File: src/rtl/core/bezier_path_flattener_top_assert.svh
// assertion macros for the path flattener
// expects clk_i and rst_ni in the scope of each use
`ifndef BEZIER_PATH_FLATTENER_TOP_ASSERT_SVH
`define BEZIER_PATH_FLATTENER_TOP_ASSERT_SVH
`ifndef NO_ASSERTIONS
`define BPF_ASSERT(lbl, prop) \
  lbl: assert property (@(posedge clk_i) disable iff (!rst_ni) prop) \
    else $error("assertion failed");
`define BPF_ASSERT_ALWAYS(lbl, prop) \
  lbl: assert property (@(posedge clk_i) prop) else $error("assertion failed");
`else
`define BPF_ASSERT(lbl, prop)
`define BPF_ASSERT_ALWAYS(lbl, prop)
`endif
`endif

File: src/rtl/core/bpf_pkg.sv
// package for the path flattener: types, codes, constants and helpers
// no dependencies
package bpf_pkg;

  localparam int MAX_DEPTH = 6;
  localparam int COORD_W   = 16;
  localparam int LVL_W     = $clog2(MAX_DEPTH + 1);
  localparam int DIST_W    = COORD_W + 1;
  localparam int SQ_W      = 2 * DIST_W;
  localparam int POLY_W    = DIST_W + 2;
  localparam int FF_W      = 11;
  localparam int THR_W     = 8;
  localparam int CFG_IDX_W = 2;
  localparam int CFG_DAT_W = 16;

  localparam logic [CFG_IDX_W-1:0] REG_FLATNESS = 2'd0;
  localparam logic [CFG_IDX_W-1:0] REG_PIXEL    = 2'd1;
  localparam logic [FF_W-1:0]      FF_RESET     = 11'd259;
  localparam logic [THR_W-1:0]     THR_RESET    = 8'd3;

  typedef enum logic [2:0] {
    ACT_BEGIN = 3'd0,
    ACT_MOVE  = 3'd1,
    ACT_LINE  = 3'd2,
    ACT_QUAD  = 3'd3,
    ACT_CUBIC = 3'd4,
    ACT_CLOSE = 3'd5
  } action_e;

  typedef enum logic [3:0] {
    ST_IDLE, ST_SQX, ST_SQY, ST_ROOT, ST_DECIDE, ST_SPLIT, ST_EMIT, ST_POP, ST_LOAD
  } state_e;

  typedef struct packed {
    logic signed [COORD_W-1:0] x;
    logic signed [COORD_W-1:0] y;
  } pt_t;

  typedef struct packed {
    pt_t c1;
    pt_t c2;
    pt_t e;
  } seg_t;

  function automatic pt_t mid(pt_t a, pt_t b);
    logic signed [COORD_W:0] sx;
    logic signed [COORD_W:0] sy;
    pt_t r;
    sx = {a.x[COORD_W-1], a.x} + {b.x[COORD_W-1], b.x};
    sy = {a.y[COORD_W-1], a.y} + {b.y[COORD_W-1], b.y};
    r.x = sx[COORD_W:1];
    r.y = sy[COORD_W:1];
    return r;
  endfunction

  function automatic logic [DIST_W-1:0] absdiff(logic signed [COORD_W-1:0] a,
                                                logic signed [COORD_W-1:0] b);
    logic signed [DIST_W-1:0] d;
    d = {b[COORD_W-1], b} - {a[COORD_W-1], a};
    return d[DIST_W-1] ? DIST_W'(-d) : DIST_W'(d);
  endfunction

endpackage

File: src/rtl/core/bpf_cmd_if.sv
// command channel: one path command per beat
// depends on bpf_pkg
interface bpf_cmd_if import bpf_pkg::*; ();
  logic                      valid;
  logic                      ready;
  logic [2:0]                action;
  logic signed [COORD_W-1:0] end_x;
  logic signed [COORD_W-1:0] end_y;
  logic signed [COORD_W-1:0] ctl1_x;
  logic signed [COORD_W-1:0] ctl1_y;
  logic signed [COORD_W-1:0] ctl2_x;
  logic signed [COORD_W-1:0] ctl2_y;
  modport source (output valid, action, end_x, end_y, ctl1_x, ctl1_y, ctl2_x, ctl2_y,
                  input ready);
  modport sink (input valid, action, end_x, end_y, ctl1_x, ctl1_y, ctl2_x, ctl2_y,
                output ready);
endinterface

File: src/rtl/core/bpf_pt_if.sv
// point channel: one polyline vertex per beat
// depends on bpf_pkg
interface bpf_pt_if import bpf_pkg::*; ();
  logic                      valid;
  logic                      ready;
  logic signed [COORD_W-1:0] point_x;
  logic signed [COORD_W-1:0] point_y;
  logic                      last;
  modport source (output valid, point_x, point_y, last, input ready);
  modport sink (input valid, point_x, point_y, last, output ready);
endinterface

File: src/rtl/core/bpf_cfg_if.sv
// register write channel
// depends on bpf_pkg
interface bpf_cfg_if import bpf_pkg::*; ();
  logic                 valid;
  logic                 ready;
  logic [CFG_IDX_W-1:0] index;
  logic [CFG_DAT_W-1:0] data;
  modport source (output valid, index, data, input ready);
  modport sink (input valid, index, data, output ready);
endinterface

File: src/rtl/core/bpf_ram.sv
// generic single write port ram with registered read
// no dependencies
module bpf_ram #(
  parameter int WIDTH = 8,
  parameter int DEPTH = 4
) (
  input  logic                     clk_i,
  input  logic                     we_i,
  input  logic [$clog2(DEPTH)-1:0] waddr_i,
  input  logic [WIDTH-1:0]         wdata_i,
  input  logic [$clog2(DEPTH)-1:0] raddr_i,
  output logic [WIDTH-1:0]         rdata_o
);
  logic [WIDTH-1:0] mem_q [DEPTH];

  always_ff @(posedge clk_i) begin
    if (we_i) begin
      mem_q[waddr_i] <= wdata_i;
    end
    rdata_o <= mem_q[raddr_i];
  end
endmodule

File: src/rtl/core/bezier_path_flattener_top.sv
// Path flattener. Begin and move are handled in the idle state; line and close go on
// to emit a point, which may wait on the point channel. Each curve piece is judged by four
// distances, computed one after another on one shared 17x17 multiplier and a
// bit-serial square root, followed by the decision. A split pushes the right half onto
// the stack, and resuming a pending right half reads it back (stack read). A curve that
// emits n points checks 2n-1 pieces; up to 64 points per command.
// The command channel is ready only while no command is in work.
// depends on bpf_pkg, the channel interfaces, bpf_ram and the assertion header
`include "bezier_path_flattener_top_assert.svh"
module bezier_path_flattener_top import bpf_pkg::*; (
  input logic     clk_i,
  input logic     rst_ni,
  bpf_cmd_if.sink cmd_i,
  bpf_cfg_if.sink cfg_i,
  bpf_pt_if.source pt_o
);
  localparam int RAM_AW = $clog2(MAX_DEPTH);
  localparam int ROOT_STEPS = SQ_W / 2;

  state_e state_q, state_d;
  pt_t cur_q, cur_d, start_q, start_d;
  seg_t seg_q, seg_d;
  logic cubic_q, cubic_d;
  logic [LVL_W-1:0] depth_q, depth_d, level_q, level_d;
  logic [1:0] didx_q, didx_d;
  logic [SQ_W-1:0] sq_q, sq_d, rad_q, rad_d;
  logic [DIST_W+2:0] rem_q, rem_d;
  logic [DIST_W-1:0] root_q, root_d, chord_q, chord_d;
  logic [4:0] it_q, it_d;
  logic [POLY_W-1:0] poly_q, poly_d;
  logic [FF_W-1:0] ff_q;
  logic [THR_W-1:0] thr_q;
  logic out_valid_q, out_valid_d, out_last_q, out_last_d;
  pt_t out_pt_q, out_pt_d;
  logic emit_last_q, emit_last_d;

  pt_t da, db;
  logic [DIST_W-1:0] mul_a, mul_b;
  logic [SQ_W-1:0] prod;
  logic [DIST_W+2:0] rem_sh, trial;
  logic split;
  logic out_free;
  pt_t m1, m2, m3, m4, m5, m6;
  seg_t left, right;
  logic ram_we;
  logic [RAM_AW-1:0] ram_waddr, ram_raddr;
  logic [$bits(seg_t)-1:0] ram_rdata;
  pt_t in_e, in_c1, in_c2;

  assign in_e  = '{x: cmd_i.end_x,  y: cmd_i.end_y};
  assign in_c1 = '{x: cmd_i.ctl1_x, y: cmd_i.ctl1_y};
  assign in_c2 = '{x: cmd_i.ctl2_x, y: cmd_i.ctl2_y};

  assign cmd_i.ready = (state_q == ST_IDLE);
  assign cfg_i.ready = 1'b1;
  assign pt_o.valid = out_valid_q;
  assign pt_o.point_x = out_pt_q.x;
  assign pt_o.point_y = out_pt_q.y;
  assign pt_o.last = out_last_q;
  assign out_free = !out_valid_q || pt_o.ready;

  // distance operands
  always_comb begin
    case (didx_q)
      2'd0: begin da = cur_q;    db = seg_q.e;  end
      2'd1: begin da = cur_q;    db = seg_q.c1; end
      2'd2: begin da = seg_q.c1; db = seg_q.c2; end
      default: begin da = seg_q.c2; db = seg_q.e; end
    endcase
  end

  // shared multiplier
  always_comb begin
    case (state_q)
      ST_SQX: begin
        mul_a = absdiff(da.x, db.x);
        mul_b = mul_a;
      end
      ST_SQY: begin
        mul_a = absdiff(da.y, db.y);
        mul_b = mul_a;
      end
      default: begin
        mul_a = DIST_W'(ff_q);
        mul_b = chord_q;
      end
    endcase
  end
  assign prod = mul_a * mul_b;

  assign rem_sh = {rem_q[DIST_W:0], rad_q[SQ_W-1 -: 2]};
  assign trial  = {1'b0, root_q, 2'b01};

  assign split = (depth_q < LVL_W'(MAX_DEPTH)) && (level_q < LVL_W'(MAX_DEPTH)) &&
                 (SQ_W'({poly_q, 8'h00}) > prod) &&
                 (poly_q > POLY_W'(chord_q) + POLY_W'(thr_q));

  // subdivision
  always_comb begin
    if (cubic_q) begin
      m1 = mid(cur_q, seg_q.c1);
      m2 = mid(seg_q.c1, seg_q.c2);
      m3 = mid(seg_q.c2, seg_q.e);
      m4 = mid(m1, m2);
      m5 = mid(m2, m3);
      m6 = mid(m4, m5);
      left  = '{c1: m1, c2: m4, e: m6};
      right = '{c1: m5, c2: m3, e: seg_q.e};
    end else begin
      m1 = mid(cur_q, seg_q.c1);
      m2 = mid(seg_q.c1, seg_q.e);
      m3 = mid(m1, m2);
      m4 = m1;
      m5 = m2;
      m6 = m3;
      left  = '{c1: m1, c2: m4, e: m6};
      right = '{c1: m5, c2: m5, e: seg_q.e};
    end
  end

  assign ram_we    = (state_q == ST_SPLIT);
  assign ram_waddr = level_q[RAM_AW-1:0];
  assign ram_raddr = RAM_AW'(level_q - LVL_W'(1));

  bpf_ram #(.WIDTH($bits(seg_t)), .DEPTH(MAX_DEPTH)) u_stack (
    .clk_i   (clk_i),
    .we_i    (ram_we),
    .waddr_i (ram_waddr),
    .wdata_i (right),
    .raddr_i (ram_raddr),
    .rdata_o (ram_rdata)
  );

  // next state
  always_comb begin
    state_d = state_q;
    case (state_q)
      ST_IDLE: begin
        if (cmd_i.valid) begin
          case (cmd_i.action)
            ACT_LINE, ACT_CLOSE: state_d = ST_EMIT;
            ACT_QUAD, ACT_CUBIC: state_d = ST_SQX;
            default: state_d = ST_IDLE;
          endcase
        end
      end
      ST_SQX: state_d = ST_SQY;
      ST_SQY: state_d = ST_ROOT;
      ST_ROOT: begin
        if (it_q == 5'(ROOT_STEPS - 1)) begin
          state_d = (didx_q == 2'd3) ? ST_DECIDE : ST_SQX;
        end
      end
      ST_DECIDE: state_d = split ? ST_SPLIT : ST_EMIT;
      ST_SPLIT: state_d = ST_SQX;
      ST_EMIT: begin
        if (out_free) begin
          state_d = (level_q == '0) ? ST_IDLE : ST_POP;
        end
      end
      ST_POP: state_d = ST_LOAD;
      ST_LOAD: state_d = ST_SQX;
      default: state_d = ST_IDLE;
    endcase
  end

  // datapath
  always_comb begin
    cur_d = cur_q;
    start_d = start_q;
    seg_d = seg_q;
    cubic_d = cubic_q;
    depth_d = depth_q;
    level_d = level_q;
    didx_d = didx_q;
    sq_d = sq_q;
    rad_d = rad_q;
    rem_d = rem_q;
    root_d = root_q;
    it_d = it_q;
    chord_d = chord_q;
    poly_d = poly_q;
    emit_last_d = emit_last_q;
    out_valid_d = out_valid_q && !pt_o.ready;
    out_pt_d = out_pt_q;
    out_last_d = out_last_q;
    case (state_q)
      ST_IDLE: begin
        didx_d = '0;
        poly_d = '0;
        depth_d = '0;
        level_d = '0;
        cubic_d = (cmd_i.action == ACT_CUBIC);
        seg_d = '{c1: in_c1, c2: (cmd_i.action == ACT_CUBIC) ? in_c2 : in_c1, e: in_e};
        if (cmd_i.valid) begin
          case (cmd_i.action)
            ACT_BEGIN: begin
              cur_d = '0;
              start_d = '0;
            end
            ACT_MOVE: begin
              cur_d = in_e;
              start_d = in_e;
            end
            ACT_CLOSE: seg_d.e = start_q;
            default: ;
          endcase
        end
      end
      ST_SQX: sq_d = prod;
      ST_SQY: begin
        rad_d = sq_q + prod;
        rem_d = '0;
        root_d = '0;
        it_d = '0;
      end
      ST_ROOT: begin
        rad_d = {rad_q[SQ_W-3:0], 2'b00};
        it_d = it_q + 5'd1;
        if (rem_sh >= trial) begin
          rem_d = rem_sh - trial;
          root_d = {root_q[DIST_W-2:0], 1'b1};
        end else begin
          rem_d = rem_sh;
          root_d = {root_q[DIST_W-2:0], 1'b0};
        end
        if (it_q == 5'(ROOT_STEPS - 1)) begin
          if (didx_q == 2'd0) begin
            chord_d = root_d;
          end else begin
            poly_d = poly_q + POLY_W'(root_d);
          end
          didx_d = didx_q + 2'd1;
        end
      end
      ST_SPLIT: begin
        seg_d = left;
        level_d = level_q + LVL_W'(1);
        depth_d = depth_q + LVL_W'(1);
        didx_d = '0;
        poly_d = '0;
      end
      ST_EMIT: begin
        if (out_free) begin
          out_valid_d = 1'b1;
          out_pt_d = seg_q.e;
          out_last_d = (level_q == '0);
          cur_d = seg_q.e;
        end
      end
      ST_POP: begin
        depth_d = level_q;
        level_d = level_q - LVL_W'(1);
      end
      ST_LOAD: begin
        seg_d = ram_rdata;
        didx_d = '0;
        poly_d = '0;
      end
      default: ;
    endcase
  end

  always_ff @(posedge clk_i or negedge rst_ni) begin
    if (!rst_ni) begin
      state_q <= ST_IDLE;
      cur_q <= '0;
      start_q <= '0;
      level_q <= '0;
      depth_q <= '0;
      out_valid_q <= 1'b0;
      ff_q <= FF_RESET;
      thr_q <= THR_RESET;
    end else begin
      state_q <= state_d;
      cur_q <= cur_d;
      start_q <= start_d;
      level_q <= level_d;
      depth_q <= depth_d;
      out_valid_q <= out_valid_d;
      if (cfg_i.valid && cfg_i.index == REG_FLATNESS) begin
        ff_q <= cfg_i.data[FF_W-1:0];
      end
      if (cfg_i.valid && cfg_i.index == REG_PIXEL) begin
        thr_q <= cfg_i.data[THR_W-1:0];
      end
    end
  end

  always_ff @(posedge clk_i) begin
    seg_q <= seg_d;
    cubic_q <= cubic_d;
    didx_q <= didx_d;
    sq_q <= sq_d;
    rad_q <= rad_d;
    rem_q <= rem_d;
    root_q <= root_d;
    it_q <= it_d;
    chord_q <= chord_d;
    poly_q <= poly_d;
    emit_last_q <= emit_last_d;
    out_pt_q <= out_pt_d;
    out_last_q <= out_last_d;
  end

  `BPF_ASSERT(a_level_bound, level_q <= LVL_W'(MAX_DEPTH))
  `BPF_ASSERT(a_split_room, state_q == ST_SPLIT |-> (depth_q < LVL_W'(MAX_DEPTH) && level_q < LVL_W'(MAX_DEPTH)))
  `BPF_ASSERT(a_idle_empty, state_q == ST_IDLE |-> level_q == '0)
  `BPF_ASSERT(a_emit_loads, (state_q == ST_EMIT && out_free) |=> out_valid_q)
endmodule
File: src/flat_wrapper.sv
// flat-port wrapper written by rule: the top's interface ports become plain ports
module bezier_path_flattener_top_flat import bpf_pkg::*;
  (clk_i, rst_ni, cmd_i_valid, cmd_i_action, cmd_i_end_x, cmd_i_end_y, cmd_i_ctl1_x, cmd_i_ctl1_y, cmd_i_ctl2_x, cmd_i_ctl2_y, cmd_i_ready, cfg_i_valid, cfg_i_index, cfg_i_data, cfg_i_ready, pt_o_valid, pt_o_point_x, pt_o_point_y, pt_o_last, pt_o_ready);
  bpf_cmd_if cmd_i_i ();
  bpf_cfg_if cfg_i_i ();
  bpf_pt_if pt_o_i ();
  input logic clk_i;
  input logic rst_ni;
  input wire logic [$bits(cmd_i_i.valid)-1:0] cmd_i_valid;
  input wire logic [$bits(cmd_i_i.action)-1:0] cmd_i_action;
  input wire logic [$bits(cmd_i_i.end_x)-1:0] cmd_i_end_x;
  input wire logic [$bits(cmd_i_i.end_y)-1:0] cmd_i_end_y;
  input wire logic [$bits(cmd_i_i.ctl1_x)-1:0] cmd_i_ctl1_x;
  input wire logic [$bits(cmd_i_i.ctl1_y)-1:0] cmd_i_ctl1_y;
  input wire logic [$bits(cmd_i_i.ctl2_x)-1:0] cmd_i_ctl2_x;
  input wire logic [$bits(cmd_i_i.ctl2_y)-1:0] cmd_i_ctl2_y;
  output wire logic [$bits(cmd_i_i.ready)-1:0] cmd_i_ready;
  input wire logic [$bits(cfg_i_i.valid)-1:0] cfg_i_valid;
  input wire logic [$bits(cfg_i_i.index)-1:0] cfg_i_index;
  input wire logic [$bits(cfg_i_i.data)-1:0] cfg_i_data;
  output wire logic [$bits(cfg_i_i.ready)-1:0] cfg_i_ready;
  output wire logic [$bits(pt_o_i.valid)-1:0] pt_o_valid;
  output wire logic [$bits(pt_o_i.point_x)-1:0] pt_o_point_x;
  output wire logic [$bits(pt_o_i.point_y)-1:0] pt_o_point_y;
  output wire logic [$bits(pt_o_i.last)-1:0] pt_o_last;
  input wire logic [$bits(pt_o_i.ready)-1:0] pt_o_ready;
  assign cmd_i_i.valid = cmd_i_valid;
  assign cmd_i_i.action = cmd_i_action;
  assign cmd_i_i.end_x = cmd_i_end_x;
  assign cmd_i_i.end_y = cmd_i_end_y;
  assign cmd_i_i.ctl1_x = cmd_i_ctl1_x;
  assign cmd_i_i.ctl1_y = cmd_i_ctl1_y;
  assign cmd_i_i.ctl2_x = cmd_i_ctl2_x;
  assign cmd_i_i.ctl2_y = cmd_i_ctl2_y;
  assign cmd_i_ready = cmd_i_i.ready;
  assign cfg_i_i.valid = cfg_i_valid;
  assign cfg_i_i.index = cfg_i_index;
  assign cfg_i_i.data = cfg_i_data;
  assign cfg_i_ready = cfg_i_i.ready;
  assign pt_o_valid = pt_o_i.valid;
  assign pt_o_point_x = pt_o_i.point_x;
  assign pt_o_point_y = pt_o_i.point_y;
  assign pt_o_last = pt_o_i.last;
  assign pt_o_i.ready = pt_o_ready;
  bezier_path_flattener_top u_core (.clk_i(clk_i), .rst_ni(rst_ni), .cmd_i(cmd_i_i), .cfg_i(cfg_i_i), .pt_o(pt_o_i));
endmodule
File: config.mk
export PLATFORM = sky130hd
export DESIGN_NAME = bezier_path_flattener_top_flat
export DESIGN_NICKNAME = d
export VERILOG_FILES = /design/src/rtl/core/bpf_pkg.sv /design/src/rtl/core/bpf_cmd_if.sv /design/src/rtl/core/bpf_pt_if.sv /design/src/rtl/core/bpf_cfg_if.sv /design/src/rtl/core/bpf_ram.sv /design/src/rtl/core/bezier_path_flattener_top.sv /design/src/flat_wrapper.sv
export VERILOG_INCLUDE_DIRS = /design/src /design/src/rtl/core
export SDC_FILE = /design/constraint.sdc
export NUM_CORES = 2
export LEC_CHECK = 0
export ABC_CLOCK_PERIOD_IN_PS = 23900
export BUFFER_PORTS_ARGS = -buffer_cell sky130_fd_sc_hd__buf_2
export CAP_MARGIN = 0
export CORE_AREA = 2 2 479 481
export CTS_CLUSTER_DIAMETER = 150
export DETAILED_ROUTE_END_ITERATION = 10
export DIE_AREA = 0 0 481 483
export PLACE_DENSITY_LB_ADDON = 0.2
export SLEW_MARGIN = 10
export SYNTH_ARGS = -nofsm -noshare
export SYNTH_HDL_FRONTEND = slang
export SYNTH_SLANG_ARGS = --single-unit
File: constraint.sdc
create_clock -name clk_i -period 23.9 [get_ports clk_i]
set_clock_uncertainty 0.2 [all_clocks]
set_input_delay 4.78 -clock clk_i [delete_from_list [all_inputs] [get_ports clk_i]]
set_output_delay 4.78 -clock clk_i [all_outputs]
set_load 0.05 [all_outputs]
==> out/results.ini <==
[worst_setup_path]
crit_path_max_fanout = 33
r2r_end = u_core.rad_q[33]$_DFFE_PP_
cp.arrival_ps = 15200
endpoint_kind = flop
critPathTopFamily = adder cells
cp_slowest_stage_delay_ps = 700
reg2reg_from = u_core.didx_q[1]$_SDFFCE_PP0P_
r2r_setup_slack_ps = 8940
crit_type = flop to flop
critPathCapture = u_core.rad_q[33]$_DFFE_PP_
r2r_cells = 51
startpoint = u_core.didx_q[1]$_SDFFCE_PP0P_
path_buf_inv = 9
crit_slowest_cell = o21a_1
cp-start-kind = flop
cp.depth = 51
required_ps = 24140

[place]
portBuffers = 151
preCtsSetupSlack_ps = 9090
dp_hpwl_um = 151000
gp_congestion = 0.882

[min_path]
min_path_type = flop to flop
min_delay_path_depth = 0

[drt]
wl_met1_um = 97600
routed.top_layer = met4
wire_per_inst_um = 21.9
drc = 0
initialDrtViolationCount = 3439
final_antenna_net_count = 0
vias_per_cell = 5.12
route.met2.wl_um = 95000
dr.pass1.iters = 5
met3_length_um = 8270
drt_wl_total_um = 205000
vias = 48000

[grt]
grt_max_degree = 127
antenna_found_initial = 33
grt_pass1_vias = 48300
grt_overflow = 0
grt_pass1_wl_um = 307000
grt_usage_pct = 17.4

[floorplanning]
io_pins = 158
dieHeight_um = 483
rows = 175
die_w_um = 481
start_util_pct = 30.0
core_area_sq_mm = 0.227
floorplan.die_area_sq_mm = 0.232

[clocking]
cts_buffers = 115
clkSlewWorstSetupHoldPaths_ps = 60
tritoncts = yes
cts_root_buffer = clkbuf_16
holdBufCountCts = 0
clk_latency_ps = 810
clock-sinks = 1042
cts_resized = 0
clockBufferDepth = 3
h-tree-depth = 3
cts_setup_buffers = 0

[final_layout]
drive_gt1_share_pct = 10.3
final_util_pct = 33.6
finish.net_count = 7139
final.fill_count = 22900
syn_to_final_growth_pct = 12.3

[synth]
synth_top_area_share_pct = 37.7
synth-seq-area-share_pct = 44.0
synthTopCellsByCount = 852 x edfxtp_1, 506 x nor2_1, 504 x ha_1
async_flop_share_pct = 9.02
syn-cell-area_sq_mm = 0.0680
ys.flop_type = edfxtp_1
syn-mean-instance-area_sq_um = 11.0
ys.warnings.count = 0
synth_cell_type_count = 110
synth_edf_count = 852
syn_inst = 6156
synth_area_leaders = edfxtp_1 38%, ha_1 9.3%, fa_1 7.2%
ys_ff_latch = 1042
yosysTopAreaCell = edfxtp_1
synth.most_common_cell = edfxtp_1

[power_and_ir_drop]
vdd_drop_max_v = 0.000402
p_per_area_mw_per_mm2 = 150
p_leak_nw = 29.8

[timing]
hold_viol = 0
setup_viol = 0
rsz0062_at_grt = no
min_period_ps = 14960
tightest_slew_ps = 1180
maxSlewViolCount = 0
setup_tns_ps = 0
slew_headroom_pct = 21.1
layout_setup_ws_ps = 8940
timing.final.crit_share_pct = 62.6
fmax_ghz = 0.0668

[run_status]
status = finished clean

[run]
drv_cap = 0

-- cells by family (layout without fill, tap and decap cells) --
group | count (synthesis) | in the layout | share of synthesized area [%]
muxes | 330 | 330 | 6.69
DFF | 1042 | 1042 | 44.0
other | 2 | 15 | 0.0111
and+or+nand+nor | 1522 | 1522 | 10.2
buffers and inverters | 675 | 880 | 3.80
adders and majority gates | 751 | 751 | 16.5
AOI/OAI and AO/OA | 1478 | 1478 | 14.3
xor gates and xnor gates | 356 | 356 | 4.60
-- power by group --
part | leakage (nW) | internal, mW | switching, mW
Combinational | 18.0 | 2.97 | 4.44
Clock | 1.94 | 1.07 | 0.788
Sequential | 9.88 | 2.13 | 0.0317
Total | 29.8 | 6.17 | 5.26
-- area by class of cell --
| cell class | instances | area [sq um] | share of cell area [%] |
|---|---|---|---|
| Antenna cell | 5 | 12.5 | 0.0164 |
| Clock buffer | 154 | 3190 | 4.18 |
| Clock inverter | 64 | 806 | 1.06 |
| Inverter | 444 | 1670 | 2.19 |
| Multi-Input combinational cell | 4447 | 35700 | 46.8 |
| Sequential cell | 1042 | 29900 | 39.2 |
| Tap cell | 3009 | 3760 | 4.94 |
| Timing Repair Buffer | 218 | 1270 | 1.67 |
-- per-layer routing --
metal / track usage, % / up-vias
li1: - / 22600
met4: 3.95 / 0
met1: 24.7 / 24100
met5: 0 / -
met2: 28.2 / 1046
met3: 2.08 / 272
-- placed cells by master, fill, tap and decap left out, types with 131 or more instances in the layout --
cell type	instances
edfxtp_1	852
nor2_1	500
ha_1	500
nand2_1	498
inv_1	441
a21oi_1	425
o21ai_0	303
fa_1	245
xnor2_1	232
mux2i_1	202
buf_2	150
a21o_1	144
a22oi_1	131
-- sequential cells by signal (all words and copies together), names as in the netlist, 5 cells and up --
name	flops
u_core.ff_q	11
u_core.it_q	5
u_core.start_q	32
u_core.sq_q	34
u_core.rad_q	34
u_core.rem_q	18
u_core.chord_q	17
u_core.thr_q	8
u_core.seg_q	96
u_core.pt_o.point_y	16
u_core.poly_q	19
u_core.pt_o.point_x	16
u_core.cur_q	32
u_core.root_q	17
u_core.u_stack.mem_q	576
u_core.u_stack.rdata_o	96
-- how the worst min path moves through the flow --
stage / from / end / slack (ps)
after floorplan: u_core.root_q[9]$_SDFFCE_PN0P_ / u_core.chord_q[10]$_DFFE_PP_ / 250
after global placement: u_core.start_q[27]$_DFFE_PN0P_ / u_core.start_q[27]$_DFFE_PN0P_ / 290
after detailed placement: u_core.start_q[9]$_DFFE_PN0P_ / u_core.start_q[9]$_DFFE_PN0P_ / 290
after CTS: u_core.root_q[13]$_SDFFCE_PN0P_ / u_core.chord_q[14]$_DFFE_PP_ / 260
after global routing: u_core.root_q[13]$_SDFFCE_PN0P_ / u_core.chord_q[14]$_DFFE_PP_ / 250
final: u_core.root_q[13]$_SDFFCE_PN0P_ / u_core.chord_q[14]$_DFFE_PP_ / 250
-- stage by stage --
stage	total power [mW]	cells	hold WS (ps)	area [sq um]
floorplan	7.69	6164	254	68000
global placement	9.51	9160	285	72300
detailed placement	9.56	9160	290	72300
CTS	11.5	9378	259	76300
global route	12.5	9381	246	76300
finish	11.4	9383	248	76300
Power figures use the tool's default switching activity.
